<file path="src/rtl/core/assert_macros.svh">
// Assertion macros shared by the RTL of the keyframe vertex block.
`ifndef ASSERT_MACROS_SVH
`define ASSERT_MACROS_SVH

// Same-cycle implication under the block clock and reset.
`define KVDL_ASSERT_NOW(lbl, ante, cons) \
	lbl: assert property (@(posedge clk) disable iff (!arst_n) (ante) |-> (cons)) \
		else $error("kvdl assertion failed");

// Next-cycle implication under the block clock and reset.
`define KVDL_ASSERT_NEXT(lbl, ante, cons) \
	lbl: assert property (@(posedge clk) disable iff (!arst_n) (ante) |=> (cons)) \
		else $error("kvdl assertion failed");

`endif

</file>
<file path="src/rtl/core/kvdl_pkg.sv">
// Package with shared constants and helpers of the keyframe vertex block.
`timescale 1ns / 1ps
package kvdl_pkg;
	localparam int WEIGHT_BITS = 16;
	localparam int MSCALE_BITS = 16;
	localparam logic [16:0] WEIGHT_ONE = 17'd65536;
	localparam int SKIN_W = 13;

	typedef enum logic [1:0] {
		CFG_INTERP = 2'd0,
		CFG_MSCALE = 2'd1,
		CFG_SKIN_W = 2'd2,
		CFG_SKIN_H = 2'd3
	} cfg_index_t;

	typedef enum logic {
		REQ_VERTEX = 1'b0,
		REQ_LOAD = 1'b1
	} req_type_t;

	function automatic logic [31:0] sat32(input logic signed [63:0] x);
		logic [31:0] r;
		if (x > 64'sd2147483647) begin
			r = 32'h7fff_ffff;
		end else if (x < -64'sd2147483648) begin
			r = 32'h8000_0000;
		end else begin
			r = x[31:0];
		end
		return r;
	endfunction
endpackage

</file>
<file path="src/rtl/core/kvdl_div.sv">
// Pipelined restoring divider for one texture coordinate, one quotient bit a stage.
`timescale 1ns / 1ps
module kvdl_div #(
	parameter int FRAC_BITS = 16
) (
	input logic clk,
	input logic [16+FRAC_BITS+3:1] en,
	input logic signed [15:0] coord,
	input logic [kvdl_pkg::SKIN_W-1:0] divisor,
	output logic [31:0] quo
);
	localparam int QW = 16 + FRAC_BITS;
	localparam int LAST = QW + 3;
	localparam int RW = kvdl_pkg::SKIN_W;

	logic [RW-1:0] rem_s [2:QW+2];
	logic [QW-1:0] n_s [2:QW+2];
	logic [QW-1:0] q_s [2:QW+2];
	logic neg_s [2:QW+2];
	logic [31:0] res_s;

	function automatic logic signed [QW:0] apply_sign(input logic neg, input logic [QW-1:0] q);
		logic signed [QW:0] v;
		v = $signed({1'b0, q});
		return neg ? -v : v;
	endfunction

	always_ff @(posedge clk) begin
		if (en[2]) begin
			neg_s[2] <= coord[15];
			n_s[2] <= QW'(coord[15] ? 16'(-coord) : 16'(coord)) << FRAC_BITS;
			rem_s[2] <= '0;
			q_s[2] <= '0;
		end
		if (en[LAST]) begin
			res_s <= kvdl_pkg::sat32(64'(apply_sign(neg_s[QW+2], q_s[QW+2])));
		end
	end

	for (genvar i = 3; i <= QW + 2; i++) begin : g_bit
		logic [RW:0] t;
		logic ge;
		assign t = {rem_s[i-1], n_s[i-1][QW-1]};
		assign ge = t >= {1'b0, divisor};
		always_ff @(posedge clk) begin
			if (en[i]) begin
				rem_s[i] <= ge ? RW'(t - {1'b0, divisor}) : RW'(t);
				n_s[i] <= n_s[i-1] << 1;
				q_s[i] <= {q_s[i-1][QW-2:0], ge};
				neg_s[i] <= neg_s[i-1];
			end
		end
	end

	assign quo = res_s;
endmodule

</file>
<file path="config.mk">
export PLATFORM = sky130hd
export DESIGN_NAME = kvdl_div
export DESIGN_NICKNAME = d
export VERILOG_FILES = /design/src/rtl/core/assert_macros.svh /design/src/rtl/core/kvdl_pkg.sv /design/src/rtl/core/kvdl_div.sv
export SDC_FILE = /design/constraint.sdc
export NUM_CORES = 2
export LEC_CHECK = 0
export BUFFER_PORTS_ARGS = -buffer_cell sky130_fd_sc_hd__buf_2
export CAP_MARGIN = 10
export CORE_MARGIN = 2
export CORE_UTILIZATION = 30
export CTS_BUF_LIST = sky130_fd_sc_hd__clkbuf_8
export CTS_CLUSTER_DIAMETER = 150
export DETAILED_ROUTE_END_ITERATION = 12
export PLACE_DENSITY_LB_ADDON = 0.3
export SETUP_SLACK_MARGIN = 0.3
export SYNTH_ARGS = -nofsm -noshare
export SYNTH_HDL_FRONTEND = slang
export SYNTH_SLANG_ARGS = --single-unit
export TNS_END_PERCENT = 1
</file>
<file path="constraint.sdc">
create_clock -name clk -period 3.36 [get_ports clk]
set_input_delay 0.672 -clock clk [delete_from_list [all_inputs] [get_ports clk]]
set_output_delay 0.672 -clock clk [all_outputs]
set_load 0.02 [all_outputs]
</file>
### Word level (Yosys, flattened, before mapping)

Memories as Yosys holds them, arrays and structs flattened.
Index checks and enable logic that the tools add are counted.

| word-level totals | value |
|---|---|
| flip-flop bits (word level) | 32 |
| memory bits (writable) | 2541 |
| input port bits | 65 |
| output and inout bits | 32 |
| word-level logic and storage cells | 174 |
| memories kept | 4 |

| cells by class | value |
|---|---|
| add/sub/neg operators | 34 |
| $lt $le $gt $ge | 34 |
| mux-type cells | 101 |

Memory list:

| memory | words | width | rd ports | clocked after Yosys merged registers in | write ports | line | source |
|---|---|---|---|---|---|---|---|
| q_s | 33 | 32 | 33 | 0 | 33 | kvdl_div.sv:18 | `logic [QW-1:0] q_s [2:QW+2];` |
| n_s | 33 | 31 | 32 | 0 | 33 | kvdl_div.sv:17 | `logic [QW-1:0] n_s [2:QW+2];` |
| rem_s | 33 | 13 | 32 | 0 | 33 | kvdl_div.sv:16 | `logic [RW-1:0] rem_s [2:QW+2];` |
| neg_s | 33 | 1 | 33 | 0 | 33 | kvdl_div.sv:19 | `logic neg_s [2:QW+2];` |

Operators with widths:

| operator | count |
|---|---|
| >= comparator 14 x 13 -> 1 bit | 32 |
| 2-to-1 mux 13 bit | 32 |
| subtractor 13 bit | 32 |
| 2-to-1 mux 1 bit | 66 |
| > comparator 33 x 32 -> 1 bit (second input constant) | 1 |
| < comparator 33 x 32 -> 1 bit (second input constant) | 1 |
| 2-to-1 mux 33 bit | 1 |
| negator 32 -> 33 bit | 1 |
| 2-to-1 mux 32 bit | 1 |
| 2-to-1 mux 16 bit | 1 |
| negator 16 bit | 1 |

### Logic depth before layout (Yosys ltp)

An unclocked memory read counts as a cell.

| logic depth | value |
|---|---|
| depth in word-level cells | 5 |
| mapped depth | 13 |
| gate-level depth less buffers | 10 |

### Worst setup path before layout

Ideal clock, no wire load.

| timing path | value |
|---|---|
| path type | in2reg |
| from | in divisor[5] in the netlist's numbering |
| to | reg, netlist name rem_s[0][122] |
| library setup time | 0.260 ns |
| data arrival time | 3.341 ns |
| data required time | 3.100 ns |
| path slack | -0.241 ns |
| cell stages on the path | 10 |
| buffers on the path | 1 |
| cells stage by stage | inv_1 -> ha_1 -> a21o_1 -> a22o_1 -> or3_1 -> o221ai_2 -> a21oi_1 -> a21boi_2 -> buf_4 -> mux2_2 |

RTL lines:

| what | line | source |
|---|---|---|
| start: declaration | kvdl_div.sv:9 | `input logic [kvdl_pkg::SKIN_W-1:0] divisor,` |

==> results.sh <==
export IMPL_status="finished clean"
export IMPL_dr_total_vias=37308
export IMPL_final_common_cell="edfxtp_1"
export IMPL_drtAntennaViolNets=0
export IMPL_worstPathMaxFanout=12
export IMPL_worstSetupEndpointType="register"
export IMPL_antenna_found_initial=4
export IMPL_drcViolationCount=0
export IMPL_vdd_drop_max_v=0.000364
export IMPL_cts_tree="done"
export IMPL_yosysUniqueCellTypes=94
export IMPL_grt_pass1_wl_um=203000
export IMPL_relSlewSlack_pct=26.4
export IMPL_io_pin_count=97
export IMPL_drive_gt1_share_pct=19.2
export IMPL_grt_max_degree=46
export IMPL_firstDrtPassIters=5
export IMPL_post_dp_hpwl_um=90800
export IMPL_insertion_delay_ps=940
export IMPL_synth_top_cell_area_share_pct=59.1
export IMPL_grt_overflow=0
export IMPL_numCtsBuffers=184
export IMPL_yosysSeqAreaShare_pct=59.1
export IMPL_final_cell_mix="edfxtp_1, buf_4, a21oi_1"
export IMPL_power_density_nw_per_um2=859
export IMPL_synthArstFlopShare_pct=0
export IMPL_arrival_ps=3660
export IMPL_htreeDepth=4
export IMPL_finalNonFillerCells=7818
export IMPL_synth_ff_type="edfxtp_1"
export IMPL_area_growth_pct=19.2
export IMPL_max_cap_violations=0
export IMPL_whs_path_depth=2
export IMPL_coreArea_um2=190000
export IMPL_worstMarginPinSlew_ps=1100
export IMPL_worstRegToRegCells=10
export IMPL_setup_viol=0
export IMPL_place_gp_congestion=0.852
export IMPL_finalHoldViolations=0
export IMPL_critPathRequiredTime_ps=4020
export IMPL_r2r_start="n_s[0][154]"
export IMPL_start_util_pct=30.2
export IMPL_slew_viol_final=0
export IMPL_fmaxAchievable_mhz=334
export IMPL_min_to="n_s[0][79]"
export IMPL_finClkSkew_ps=39.3
export IMPL_grt_pass1_vias=37859
export IMPL_synth_avg_cell_area_um2=12.9
export IMPL_synth_seq_cells=1132
export IMPL_place_ws_ps=-317
export IMPL_dieArea_um2=195000
export IMPL_synth_nets=4975
export IMPL_synth_area_leader_cell="edfxtp_1"
export IMPL_clock_sinks=1132
export IMPL_startpoint_type="register"
export IMPL_p_leak_nw=26.1
export IMPL_synth_edf_count=1132
export IMPL_synthTopCellsByArea="edfxtp_1, ha_1, a21oi_1, mux2_2, xnor2_1"
export IMPL_hold_path_startpoint="coord[2]"
export IMPL_clk_path_buf_depth=3
export IMPL_grt_usage_pct=12.9
export IMPL_path_clk_slew_ps=60
export IMPL_dp_cells=7473
export IMPL_fin_crit_sh_pct=89.2
export IMPL_rows=160
export IMPL_die_x_um=442
export IMPL_yosysWarnings=0
export IMPL_chipHeight_um=442
export IMPL_fin_nets=5659
export IMPL_worstHoldPathType="in -> reg"
export IMPL_critPathKind="reg -> reg"
export IMPL_finalWorstSetupSlack_ps=362
export IMPL_syn_area_um2=57500
export IMPL_fin_crit_ps=3000
export IMPL_drtIter0Drc=2078
export IMPL_synthCells=4474
export IMPL_r2r_slack_ps=360
export IMPL_io_buffers=95
export IMPL_cts_root_buffer_cell="clkbuf_8"
export IMPL_post_drt_wl_per_cell_um=16.2
export IMPL_r2r_end="rem_s[0][76]"
export IMPL_rsz0062_at_grt="true"
export IMPL_drt_total_wl_um=127000
export IMPL_viasPerCell=4.77
through the flow:
stage | power, mW | setup TNS [ps] | cell area [µm²] | hold slack (ps) | util [%]
finish | 58.9 | 0 | 68500 | 121 | 36.0
global route | 63.4 | 0 | 68500 | 66.4 | 36.0
floorplan | 39.3 | -1250 | 57600 | 400 | -
global placement | 47.4 | -24590 | 65000 | 400 | 34.1
detailed placement | 47.7 | -26790 | 65000 | 405 | 34.1
CTS | 59.5 | 0 | 68500 | 0.474 | 36.0
where the power goes:
| group | internal (mW) | total (mW) | leakage, nW | switching, mW |
|---|---|---|---|---|
| clock network | 5.69 | 11.3 | 1.97 | 5.60 |
| registers | 20.4 | 22.1 | 11.1 | 1.75 |
| logic | 12.8 | 25.5 | 13.1 | 12.7 |
cell usage after synthesis, drive strengths merged (73+ instances only):
library cell  number
xor2             111
o21ai            274
nand2            238
a21o              78
nor2b             73
edfxtp          1132
ha               406
nor2             364
a21oi            409
inv              137
o21a              84
xnor2            163
mux2             145
nor3              75
logic make-up (layout without fill, tap and decap cells):
logic type / Yosys count / count (layout) / share of synthesized area, %
other: 0 / 8 / 0
buffers and inverters: 219 / 1044 / 1.57
XOR/XNOR: 274 / 274 / 4.17
AO/OA/AOI/OAI: 1198 / 1198 / 13.2
flip-flops: 1132 / 1132 / 59.1
multiplexers: 166 / 166 / 3.20
adder cells (fa/ha/maj): 436 / 436 / 9.88
AND/OR/NAND/NOR: 1049 / 1049 / 8.87
layout make-up:
| cell class | count | area (µm²) |
|---|---|---|
| clock buffers | 188 | 2590 |
| diodes | 8 | 20.0 |
| flip-flops and latches | 1132 | 34000 |
| inverters | 137 | 541 |
| well taps | 2511 | 3140 |
| fillers | 18341 | 122000 |
| repair buffers | 580 | 4730 |
| multi-input cells | 3123 | 22700 |
| clock inverters | 139 | 811 |
worst max-delay path, stage by stage, from the launching register on:
cell,delay [ps]
edfxtp_1,320
inv_1,60
ha_1,200
fa_1,400
nor2b_1,200
o31ai_2,100
a21oi_1,300
o41ai_4,100
o311a_1,130
o21ai_2,530
mux2_2,410
metal layers:
layer	global-route usage, %	up-vias	wire length (µm)
li1	-	18614	-
met1	16.7	17809	58600
met2	21.8	684	60400
met3	2.21	201	4890
met4	4.52	0	3100
met5	0	-	0
worst max path at each step:
| stage | from | to |
|---|---|---|
| after floorplan | divisor[5] | rem_s[2][10] |
| after global placement | divisor[1] | rem_s[0][84] |
| after detailed placement | divisor[1] | rem_s[0][81] |
| after CTS | n_s[0][185] | rem_s[0][81] |
| after global routing | n_s[0][154] | rem_s[0][68] |
| final | n_s[0][154] | rem_s[0][76] |
sequential cells by signal, summed over array words and instances, names as in the netlist:
| name | flops |
|---|---|
| q_s | 528 |
| rem_s | 403 |
| n_s | 136 |
| neg_s | 33 |
| quo | 32 |
repair_timing:
| item | in CTS | in global routing |
|---|---|---|
| hold buffers | 10 | 0 |
| buffers inserted | 0 | 0 |
| setup endpoints to repair | 0 | 35 |
| hold endpoints to repair | 11 | 0 |
| resized for setup | 0 | 1 |
(Power assumes the default switching activity.)
